<file path="src/design/mavt_pkg.sv">
// ----------------------------------------------------------------------------
// mavt_pkg
// Shared types and constants of the multiturn angle and velocity tracker:
// item kinds, controller states, command and status bundles, fixed widths.
// ----------------------------------------------------------------------------
`default_nettype none

package mavt_pkg;

    // item kinds carried on s_tuser
    localparam logic [2:0] KIND_START    = 3'd0;
    localparam logic [2:0] KIND_ANGLE    = 3'd1;
    localparam logic [2:0] KIND_VELOCITY = 3'd2;
    localparam logic [2:0] KIND_REL_ZERO = 3'd3;
    localparam logic [2:0] KIND_ABS_ZERO = 3'd4;

    // fixed field widths
    localparam int KIND_W   = 3;
    localparam int WORD_W   = 16;
    localparam int TIME_W   = 32;
    localparam int ANGLE_W  = 47;
    localparam int VEL_W    = 32;
    localparam int RES_W    = 4;
    localparam int IN_W     = 48;
    localparam int OUT_W    = 128;

    // resolution register reset value
    localparam logic [RES_W-1:0] RES_RESET = 4'd14;

    // time step handling
    localparam int               DT_W       = 19;
    localparam logic [TIME_W-1:0] DT_MAX    = 32'd500000;
    localparam logic [DT_W-1:0]  DT_DEFAULT = 19'd1000;

    // velocity scaling: numerator = |delta angle| * 1e6, quotient below 2^31
    localparam int              MICRO_W     = 20;
    localparam logic [MICRO_W-1:0] MICRO_PER_S = 20'd1000000;
    localparam int              MAG_LO_W    = 24;
    localparam int              MAG_HI_W    = ANGLE_W - MAG_LO_W;
    localparam int              NUM_W       = 67;
    localparam int              DIV_STEPS   = 31;
    localparam int              CNT_W       = $clog2(DIV_STEPS);

    // controller states
    typedef enum logic [3:0] {
        ST_IDLE,
        ST_TURN,
        ST_ANGLE,
        ST_APPLY,
        ST_ABS,
        ST_MUL_LO,
        ST_MUL_HI,
        ST_SAT,
        ST_DIV,
        ST_DONE
    } state_t;

    // controller to datapath commands
    typedef struct packed {
        logic load;
        logic turn;
        logic angle;
        logic apply;
        logic abs_diff;
        logic mul_lo;
        logic mul_hi;
        logic sat;
        logic div_step;
        logic out_load;
    } dp_cmd_t;

    // datapath to controller status
    typedef struct packed {
        logic is_vel;
        logic out_free;
    } dp_status_t;

endpackage

`default_nettype wire

</file>
<file path="src/design/mavt_ctrl.sv">
// ----------------------------------------------------------------------------
// mavt_ctrl
// Sequencer for one item: tracking steps, then for velocity reads the
// scaling multiply and the restoring divide, then the result hand-off.
// ----------------------------------------------------------------------------
`default_nettype none

module mavt_ctrl
    import mavt_pkg::*;
(
    input  wire logic       clk,
    input  wire logic       rst_n,
    input  wire logic       s_tvalid,
    output logic            s_tready,
    input  wire dp_status_t status,
    output dp_cmd_t         cmd
);

    state_t            state_reg, state_next;
    logic [CNT_W-1:0]  cnt_reg, cnt_next;

    // state and step counter
    always_ff @(posedge clk or negedge rst_n)
    begin
        if (!rst_n)
        begin
            state_reg <= ST_IDLE;
            cnt_reg   <= '0;
        end
        else
        begin
            state_reg <= state_next;
            cnt_reg   <= cnt_next;
        end
    end

    // next state and commands
    always_comb
    begin
        state_next = state_reg;
        cnt_next   = cnt_reg;
        cmd        = '0;
        s_tready   = 1'b0;
        unique case (state_reg)
            ST_IDLE:
            begin
                s_tready = 1'b1;
                if (s_tvalid)
                begin
                    cmd.load   = 1'b1;
                    state_next = ST_TURN;
                end
            end
            ST_TURN:
            begin
                cmd.turn   = 1'b1;
                state_next = ST_ANGLE;
            end
            ST_ANGLE:
            begin
                cmd.angle  = 1'b1;
                state_next = ST_APPLY;
            end
            ST_APPLY:
            begin
                cmd.apply  = 1'b1;
                state_next = status.is_vel ? ST_ABS : ST_DONE;
            end
            ST_ABS:
            begin
                cmd.abs_diff = 1'b1;
                state_next   = ST_MUL_LO;
            end
            ST_MUL_LO:
            begin
                cmd.mul_lo = 1'b1;
                state_next = ST_MUL_HI;
            end
            ST_MUL_HI:
            begin
                cmd.mul_hi = 1'b1;
                state_next = ST_SAT;
            end
            ST_SAT:
            begin
                cmd.sat    = 1'b1;
                cnt_next   = CNT_W'(DIV_STEPS - 1);
                state_next = ST_DIV;
            end
            ST_DIV:
            begin
                cmd.div_step = 1'b1;
                cnt_next     = cnt_reg - 1'b1;
                if (cnt_reg == '0)
                begin
                    state_next = ST_DONE;
                end
            end
            ST_DONE:
            begin
                if (status.out_free)
                begin
                    cmd.out_load = 1'b1;
                    state_next   = ST_IDLE;
                end
            end
            default:
            begin
                state_next = ST_IDLE;
            end
        endcase
    end

endmodule

`default_nettype wire

</file>
<file path="src/design/mavt_datapath.sv">
// ----------------------------------------------------------------------------
// mavt_datapath
// Tracking state, unwrapped angle arithmetic, velocity scaling and division,
// resolution register and the output register.
// ----------------------------------------------------------------------------
`default_nettype none

module mavt_datapath
    import mavt_pkg::*;
#(
    parameter int RAW_BITS  = 14,
    parameter int TURN_BITS = 32
)
(
    input  wire logic              clk,
    input  wire logic              rst_n,
    input  wire dp_cmd_t           cmd,
    output dp_status_t             status,
    input  wire logic [IN_W-1:0]   in_data,
    input  wire logic [KIND_W-1:0] in_kind,
    input  wire logic              cfg_wr_en,
    input  wire logic [RES_W-1:0]  cfg_wr_data,
    output logic                   m_tvalid,
    input  wire logic              m_tready,
    output logic [OUT_W-1:0]       m_tdata
);

    localparam int CMP_W = RAW_BITS + 4;
    localparam int HI_W  = NUM_W - DIV_STEPS;

    // architectural state
    logic [RES_W-1:0]     res_reg;
    logic [TURN_BITS-1:0] turn_reg;
    logic [RAW_BITS-1:0]  last_raw_reg;
    logic [RAW_BITS-1:0]  zero_reg;
    logic [ANGLE_W-1:0]   last_vel_angle_reg;
    logic [TIME_W-1:0]    last_vel_time_reg;
    logic                 m_valid_reg;

    // item payload and working registers
    logic [KIND_W-1:0]    kind_reg;
    logic [RAW_BITS-1:0]  raw_reg;
    logic [TIME_W-1:0]    time_reg;
    logic [DT_W-1:0]      dt_reg;
    logic [ANGLE_W-1:0]   angle_reg;
    logic [ANGLE_W-1:0]   shift_reg;
    logic [ANGLE_W:0]     diff_reg;
    logic                 neg_reg;
    logic [ANGLE_W-1:0]   mag_reg;
    logic [NUM_W-1:0]     num_reg;
    logic                 sat_reg;
    logic [DT_W-1:0]      rem_reg;
    logic [DIV_STEPS-1:0] quo_reg;
    logic [OUT_W-1:0]     m_tdata_reg;

    // effective resolution clamped into 1..RAW_BITS
    logic [RES_W-1:0]     res_eff;
    always_comb
    begin
        if (res_reg == '0)
            res_eff = RES_W'(1);
        else if (res_reg > RES_W'(RAW_BITS))
            res_eff = RES_W'(RAW_BITS);
        else
            res_eff = res_reg;
    end

    // wrap detection: 5 * |raw - last| > 4 * cpr
    logic [RAW_BITS:0]    raw_diff;
    logic [RAW_BITS:0]    raw_mag;
    logic [CMP_W-1:0]     mag_x5;
    logic [CMP_W-1:0]     cpr_x4;
    logic                 wrap;
    always_comb
    begin
        raw_diff = {1'b0, raw_reg} - {1'b0, last_raw_reg};
        raw_mag  = raw_diff[RAW_BITS] ? (~raw_diff + 1'b1) : raw_diff;
        mag_x5   = (CMP_W'(raw_mag) << 2) + CMP_W'(raw_mag);
        cpr_x4   = CMP_W'(4) << res_eff;
        wrap     = mag_x5 > cpr_x4;
    end

    // time step since last velocity read, with fallback
    logic [TIME_W-1:0]    dt_raw;
    logic [DT_W-1:0]      dt_calc;
    always_comb
    begin
        dt_raw = time_reg - last_vel_time_reg;
        if (dt_raw == '0 || dt_raw > DT_MAX)
            dt_calc = DT_DEFAULT;
        else
            dt_calc = dt_raw[DT_W-1:0];
    end

    // unwrapped angle: turns * cpr + raw - zero
    logic [ANGLE_W-1:0]   turn_ext;
    logic [ANGLE_W-1:0]   angle_calc;
    always_comb
    begin
        turn_ext   = {{(ANGLE_W-TURN_BITS){turn_reg[TURN_BITS-1]}}, turn_reg};
        angle_calc = (turn_ext << res_eff) + ANGLE_W'(raw_reg) - ANGLE_W'(zero_reg);
    end

    // scaling partial products by one million
    logic [MAG_LO_W+MICRO_W-1:0] prod_lo;
    logic [MAG_HI_W+MICRO_W-1:0] prod_hi;
    always_comb
    begin
        prod_lo = mag_reg[MAG_LO_W-1:0] * MICRO_PER_S;
        prod_hi = mag_reg[ANGLE_W-1:MAG_LO_W] * MICRO_PER_S;
    end

    // one restoring division step
    logic [DT_W:0]        trial;
    logic                 trial_ge;
    always_comb
    begin
        trial    = {rem_reg, num_reg[DIV_STEPS-1]};
        trial_ge = trial >= {1'b0, dt_reg};
    end

    // saturated signed velocity
    logic [VEL_W-1:0]     vel_calc;
    always_comb
    begin
        if (sat_reg)
            vel_calc = neg_reg ? {1'b1, {(VEL_W-1){1'b0}}} : {1'b0, {(VEL_W-1){1'b1}}};
        else if (neg_reg)
            vel_calc = ~{1'b0, quo_reg} + 1'b1;
        else
            vel_calc = {1'b0, quo_reg};
    end

    // result fields gated by kind
    logic [ANGLE_W-1:0]   angle_out;
    logic [VEL_W-1:0]     vel_out;
    logic [ANGLE_W-1:0]   shift_out;
    always_comb
    begin
        angle_out = '0;
        vel_out   = '0;
        shift_out = '0;
        case (kind_reg)
            KIND_ANGLE:
            begin
                angle_out = angle_reg;
            end
            KIND_VELOCITY:
            begin
                angle_out = angle_reg;
                vel_out   = vel_calc;
            end
            KIND_REL_ZERO:
            begin
                angle_out = angle_reg;
                shift_out = shift_reg;
            end
            KIND_ABS_ZERO:
            begin
                shift_out = shift_reg;
            end
            default:
            begin
                angle_out = '0;
            end
        endcase
    end

    // tracking state, resolution register and output valid
    always_ff @(posedge clk or negedge rst_n)
    begin
        if (!rst_n)
        begin
            res_reg            <= RES_RESET;
            turn_reg           <= '0;
            last_raw_reg       <= '0;
            zero_reg           <= '0;
            last_vel_angle_reg <= '0;
            last_vel_time_reg  <= '0;
            m_valid_reg        <= 1'b0;
        end
        else
        begin
            if (cfg_wr_en)
            begin
                res_reg <= cfg_wr_data;
            end
            if (cmd.turn)
            begin
                case (kind_reg)
                    KIND_START:
                    begin
                        turn_reg           <= '0;
                        zero_reg           <= '0;
                        last_raw_reg       <= raw_reg;
                        last_vel_angle_reg <= '0;
                        last_vel_time_reg  <= time_reg;
                    end
                    KIND_ANGLE, KIND_VELOCITY, KIND_REL_ZERO:
                    begin
                        last_raw_reg <= raw_reg;
                        if (wrap)
                        begin
                            // positive jump means a backward wrap
                            if (raw_diff[RAW_BITS])
                                turn_reg <= turn_reg + 1'b1;
                            else
                                turn_reg <= turn_reg - 1'b1;
                        end
                    end
                    KIND_ABS_ZERO:
                    begin
                        turn_reg <= '0;
                        zero_reg <= '0;
                    end
                    default:
                    begin
                        turn_reg <= turn_reg;
                    end
                endcase
            end
            if (cmd.apply)
            begin
                case (kind_reg)
                    KIND_VELOCITY:
                    begin
                        last_vel_angle_reg <= angle_reg;
                        last_vel_time_reg  <= time_reg;
                    end
                    KIND_REL_ZERO:
                    begin
                        zero_reg <= raw_reg;
                        turn_reg <= '0;
                    end
                    default:
                    begin
                        zero_reg <= zero_reg;
                    end
                endcase
            end
            // output transaction bookkeeping
            if (cmd.out_load)
                m_valid_reg <= 1'b1;
            else if (m_tready)
                m_valid_reg <= 1'b0;
        end
    end

    // payload and working registers
    always_ff @(posedge clk)
    begin
        if (cmd.load)
        begin
            kind_reg <= in_kind;
            raw_reg  <= in_data[RAW_BITS-1:0];
            time_reg <= in_data[WORD_W+TIME_W-1:WORD_W];
        end
        if (cmd.turn)
        begin
            dt_reg    <= dt_calc;
            shift_reg <= ~ANGLE_W'(zero_reg) + 1'b1;
        end
        if (cmd.angle)
        begin
            angle_reg <= angle_calc;
        end
        if (cmd.apply)
        begin
            diff_reg <= {angle_reg[ANGLE_W-1], angle_reg}
                      - {last_vel_angle_reg[ANGLE_W-1], last_vel_angle_reg};
            if (kind_reg == KIND_REL_ZERO)
                shift_reg <= ~angle_reg + 1'b1;
        end
        if (cmd.abs_diff)
        begin
            neg_reg <= diff_reg[ANGLE_W];
            mag_reg <= diff_reg[ANGLE_W] ? ANGLE_W'(~diff_reg + 1'b1) : diff_reg[ANGLE_W-1:0];
        end
        if (cmd.mul_lo)
        begin
            num_reg <= NUM_W'(prod_lo);
        end
        if (cmd.mul_hi)
        begin
            num_reg <= num_reg + (NUM_W'(prod_hi) << MAG_LO_W);
        end
        if (cmd.sat)
        begin
            // quotient of 2^31 or more saturates
            sat_reg <= num_reg[NUM_W-1:DIV_STEPS] >= HI_W'(dt_reg);
            rem_reg <= num_reg[DIV_STEPS+DT_W-1:DIV_STEPS];
        end
        if (cmd.div_step)
        begin
            num_reg <= {num_reg[NUM_W-2:0], 1'b0};
            quo_reg <= {quo_reg[DIV_STEPS-2:0], trial_ge};
            rem_reg <= trial_ge ? DT_W'(trial - {1'b0, dt_reg}) : trial[DT_W-1:0];
        end
        if (cmd.out_load)
        begin
            m_tdata_reg <= {2'b00, shift_out, vel_out, angle_out};
        end
    end

    assign status.is_vel   = (kind_reg == KIND_VELOCITY);
    assign status.out_free = !m_valid_reg || m_tready;
    assign m_tvalid        = m_valid_reg;
    assign m_tdata         = m_tdata_reg;

endmodule

`default_nettype wire

</file>
<file path="src/design/multiturn_angle_velocity_tracker_core.sv">
// ----------------------------------------------------------------------------
// multiturn_angle_velocity_tracker_core
// Multiturn angle unwrap of a magnetic encoder read stream, with zeroing
// and a velocity estimate in counts per second.
// ----------------------------------------------------------------------------
// Each input transaction carries a sensor response word and a microsecond
// timestamp, with the item kind on s_tuser (start, angle read, velocity read,
// relative zero, absolute zero). One result transaction follows every input.
// Items are handled one at a time: start, angle and zero items pass through
// the turn, angle and apply steps before the result register is loaded, and
// velocity reads add the scaling multiply and the 31-step restoring divider
// that divides the scaled angle change by the time step. The result register
// is loaded once the output register is free, and the next item is accepted
// in the cycle after that. A finished result waits in the output register
// while the next item is accepted. The resolution register (counts per
// revolution = 2^resolution) should be written only while no item is in
// flight.
// ----------------------------------------------------------------------------
`default_nettype none

module multiturn_angle_velocity_tracker_core
    import mavt_pkg::*;
#(
    parameter int RAW_BITS  = 14,
    parameter int TURN_BITS = 32
)
(
    input  wire logic              clk,
    input  wire logic              rst_n,
    // resolution register write
    input  wire logic              cfg_wr_en,
    input  wire logic [RES_W-1:0]  cfg_wr_data,
    // input stream
    input  wire logic              s_tvalid,
    output logic                   s_tready,
    input  wire logic [IN_W-1:0]   s_tdata,   // raw_word[15:0], time_us[47:16]
    input  wire logic [KIND_W-1:0] s_tuser,   // kind[2:0]
    // output stream
    output logic                   m_tvalid,
    input  wire logic              m_tready,
    output logic [OUT_W-1:0]       m_tdata    // angle_counts[46:0],
                                              // velocity_counts_per_s[78:47],
                                              // zero_shift_counts[125:79], zero pad
);

    dp_cmd_t    cmd;
    dp_status_t status;

    // sequencer
    mavt_ctrl u_ctrl (
        .clk      (clk),
        .rst_n    (rst_n),
        .s_tvalid (s_tvalid),
        .s_tready (s_tready),
        .status   (status),
        .cmd      (cmd)
    );

    // arithmetic and state
    mavt_datapath #(
        .RAW_BITS  (RAW_BITS),
        .TURN_BITS (TURN_BITS)
    ) u_datapath (
        .clk         (clk),
        .rst_n       (rst_n),
        .cmd         (cmd),
        .status      (status),
        .in_data     (s_tdata),
        .in_kind     (s_tuser),
        .cfg_wr_en   (cfg_wr_en),
        .cfg_wr_data (cfg_wr_data),
        .m_tvalid    (m_tvalid),
        .m_tready    (m_tready),
        .m_tdata     (m_tdata)
    );

endmodule

`default_nettype wire
</file>
<file path="config.mk">
export PLATFORM = sky130hd
export DESIGN_NAME = multiturn_angle_velocity_tracker_core
export DESIGN_NICKNAME = d
export VERILOG_FILES = /design/src/design/mavt_pkg.sv /design/src/design/mavt_ctrl.sv /design/src/design/mavt_datapath.sv /design/src/design/multiturn_angle_velocity_tracker_core.sv
export SDC_FILE = /design/constraint.sdc
export NUM_CORES = 2
export LEC_CHECK = 0
export ABC_AREA = 1
export BUFFER_PORTS_ARGS = -buffer_cell sky130_fd_sc_hd__buf_2
export CAP_MARGIN = 20
export CORE_AREA = 2 2 299 301
export DETAILED_ROUTE_END_ITERATION = 10
export DIE_AREA = 0 0 301 303
export PLACE_DENSITY_LB_ADDON = 0.08
export SLEW_MARGIN = 30
export SYNTH_ARGS = -nofsm -noshare
export SYNTH_HDL_FRONTEND = slang
export SYNTH_SLANG_ARGS = --single-unit
</file>
<file path="constraint.sdc">
create_clock -name clk -period 9.02 [get_ports clk]
set_input_delay 1.804 -clock clk [delete_from_list [all_inputs] [get_ports clk]]
set_output_delay 1.804 -clock clk [all_outputs]
set_load 0.03 [all_outputs]
</file>
==> impl_metrics.env <==
export IMPL_ys_ff_latch=655
export IMPL_worstSetupPathType="reg -> reg"
export IMPL_slowest_delay_ns=0.58
export IMPL_slew_viol_final=0
export IMPL_numCtsBuffers=74
export IMPL_clock_latency_ns=0.67
export IMPL_cts_sinks=655
export IMPL_vias_per_cell=5.72
export IMPL_cts_root_buf="clkbuf_16"
export IMPL_required_ns=9.40
export IMPL_ctsResizeCount=0
export IMPL_rows=109
export IMPL_dp_hpwl_mm=127
export IMPL_fp_dieH_microns=303
export IMPL_cts_max_level=3
export IMPL_synth_edf_count=454
export IMPL_finalHoldViolations=0
export IMPL_ys_async_sr_fraction_pct=23.4
export IMPL_firstDrtPassIters=8
export IMPL_portBuffers=185
export IMPL_ys_flop_type="edfxtp_1"
export IMPL_worstMarginPinSlew_ns=0.977
export IMPL_synth_top_area_cell="edfxtp_1"
export IMPL_n_fill_cell=7523
export IMPL_drc_errors=0
export IMPL_fin_ws_ns=1.46
export IMPL_max_cap_violations=0
export IMPL_finalCriticalPeriod_ns=7.56
export IMPL_grt_use_total_pct=34.9
export IMPL_io_pins=190
export IMPL_crit_fanout=7
export IMPL_post_cts_buffers=0
export IMPL_route_met3_wl_mm=9.82
export IMPL_start_util_pct=63.5
export IMPL_synthTopCellsByArea="edfxtp_1 24%, ha_1 12%, nand2_1 10%"
export IMPL_max_freq_mhz=132
export IMPL_netlist_instances=7165
export IMPL_netlist_area_leader_share_pct=24.4
export IMPL_skew_ns=0.0414
export IMPL_synth_area_sq_mm=0.0559
export IMPL_seq_area_frac_synth_pct=33.0
export IMPL_max_slew_margin_rel_pct=34.9
export IMPL_cp_data_arrival_time_ns=7.94
export IMPL_clockBufferDepth=3
export IMPL_min_path_type="reg -> reg"
export IMPL_first_iter_violations=4276
export IMPL_via_count=48900
export IMPL_fin_tns_setup_ns=0
export IMPL_finalSetupViolCount=0
export IMPL_synth_common_cells="1487 x nand2_1, 1217 x inv_1, 703 x nor2_1, 538 x ha_1, 499 x a21oi_1"
export IMPL_holdBufCountCts=0
export IMPL_holdWs_ns=0.451
export IMPL_fin_area_sq_mm=0.0605
export IMPL_drive_gt1_share_pct=5.85
export IMPL_grt_max_degree=110
export IMPL_yosysMostFrequentCell="nand2_1"
export IMPL_start_kind="register"
export IMPL_grt_pass1_vias=47400
export IMPL_regToRegStartpoint="u_datapath.mag_reg[25]"
export IMPL_worst_path_most_repeated_cell="inv_1"
export IMPL_fp_coreArea_sq_mm=0.0880
export IMPL_nets=8134
export IMPL_syn_to_final_growth_pct=8.22
export IMPL_wirelength_mm=159
export IMPL_synth_distinct_cells=71
export IMPL_synth_avg_cell_area_sq_um=7.80
export IMPL_worstSetupStartpoint="u_datapath.mag_reg[25]"
export IMPL_insertedDiodeCount=0
export IMPL_grt_pass1_wl_mm=252
export IMPL_place_congestion=0.990
export IMPL_pre_cts_slack_ns=1.48
export IMPL_yosys_warnings=0
export IMPL_outcome="finished clean"
export IMPL_crit_path_top_delay_cell="fa_1"
export IMPL_end_kind="register"
export IMPL_largest_register_ffs=126
export IMPL_placed_area_sq_mm=0.0580
export IMPL_rsz0062_at_grt="false"
export IMPL_post_route_period_util_pct=83.8
export IMPL_path_clk_slew_ns=0.06
export IMPL_grt_overflow_total=0
export IMPL_dieArea_sq_mm=0.0912
export IMPL_top_layer="met4"
export IMPL_wl_per_cell_microns=18.6
export IMPL_min_from="u_datapath.quo_reg[6]"
export IMPL_wl_met2_mm=76.5
export IMPL_antenna_found_initial=0
export IMPL_drtAntennaViolNets=0
export IMPL_drt_met1_wl_mm=66.7
export IMPL_die_w_microns=301
export IMPL_tritoncts="done"
worst paths after layout:
check	cells past startpoint	endpoint	slack (ns)
min in group asynchronous	1	u_datapath.res_reg[0]	1.15
setup reg to reg	28	u_datapath.num_reg[66]	1.46
max in group asynchronous	2	u_datapath.last_vel_angle_reg[42]	6.34
hold reg to reg	0	u_datapath.quo_reg[7]	0.45
hold / removal	0	u_datapath.quo_reg[7]	0.45
setup / recovery	28	u_datapath.num_reg[66]	1.46
area by class of cell:
class	count	area [sq um]	area share [%]
Inverter	1229	4620	7.64
Timing Repair Buffer	217	1170	1.94
Multi-Input combinational cell	5153	32400	53.5
Sequential cell	655	18400	30.5
Clock buffer	92	1980	3.27
Clock inverter	43	435	0.720
Tap cell	1165	1460	2.41
metal layers:
metal,vias to the layer above,GRT usage [%]
met5,-,0
met4,0,13.0
met3,333,4.33
met2,1694,60.0
met1,23000,45.3
li1,23900,-
worst max-delay path: cells and delay by family, from the launching register on:
| family | cells | cell delay, ns |
|---|---|---|
| flip-flops | 1 | 0.52 |
| AND/OR/NAND/NOR | 6 | 1.15 |
| buffers and inverters | 6 | 0.54 |
| AO/OA/AOI/OAI | 7 | 1.29 |
| adder cells (fa/ha/maj) | 8 | 3.61 |
| XOR/XNOR | 1 | 0.15 |
stage by stage:
step	utilization, %	cells
final	68.7	8554
after global routing	68.7	8554
after CTS	68.7	8554
after detailed placement	66.0	8419
after global placement	65.9	8419
after floorplan	-	7168
cells in the final DEF, fill, tap and decap left out, types with 9 or more instances in the layout:
master        n
a21boi_0     18
a21o_1       51
a21oi_1     498
a31oi_1      52
buf_2       184
buf_4        32
clkbuf_1     12
clkbuf_16    74
clkinv_1     10
clkinv_2     14
dfrtp_1     150
dfxtp_1      48
edfxtp_1    454
fa_1        206
ha_1        538
inv_1      1215
nand2_1    1484
nand3_1     300
nand3b_1     19
nand4_1      82
nor2_1      695
nor2_2       19
nor2_4       10
nor3_1       72
nor4_1       30
o211ai_1     20
o21a_1       27
o21ai_0     449
o21ai_1      97
o21bai_1     34
o22ai_1      61
o31ai_1       9
or2_2        20
xnor2_1     102
xor2_1      166
kinds of logic after synthesis:
family | after synthesis | synth area share (%)
compound gates | 1358 | 13.4
xor+xnor | 269 | 4.23
fa+ha+maj | 744 | 19.4
buf+inv | 1360 | 9.29
flops | 655 | 33.0
mux | 2 | 0.0381
other cells | 2 | 0.0134
simple gates | 2775 | 20.6
Power is not shown: default switching activity piles up to over one toggle a cycle in this logic, so the estimate is an artifact.
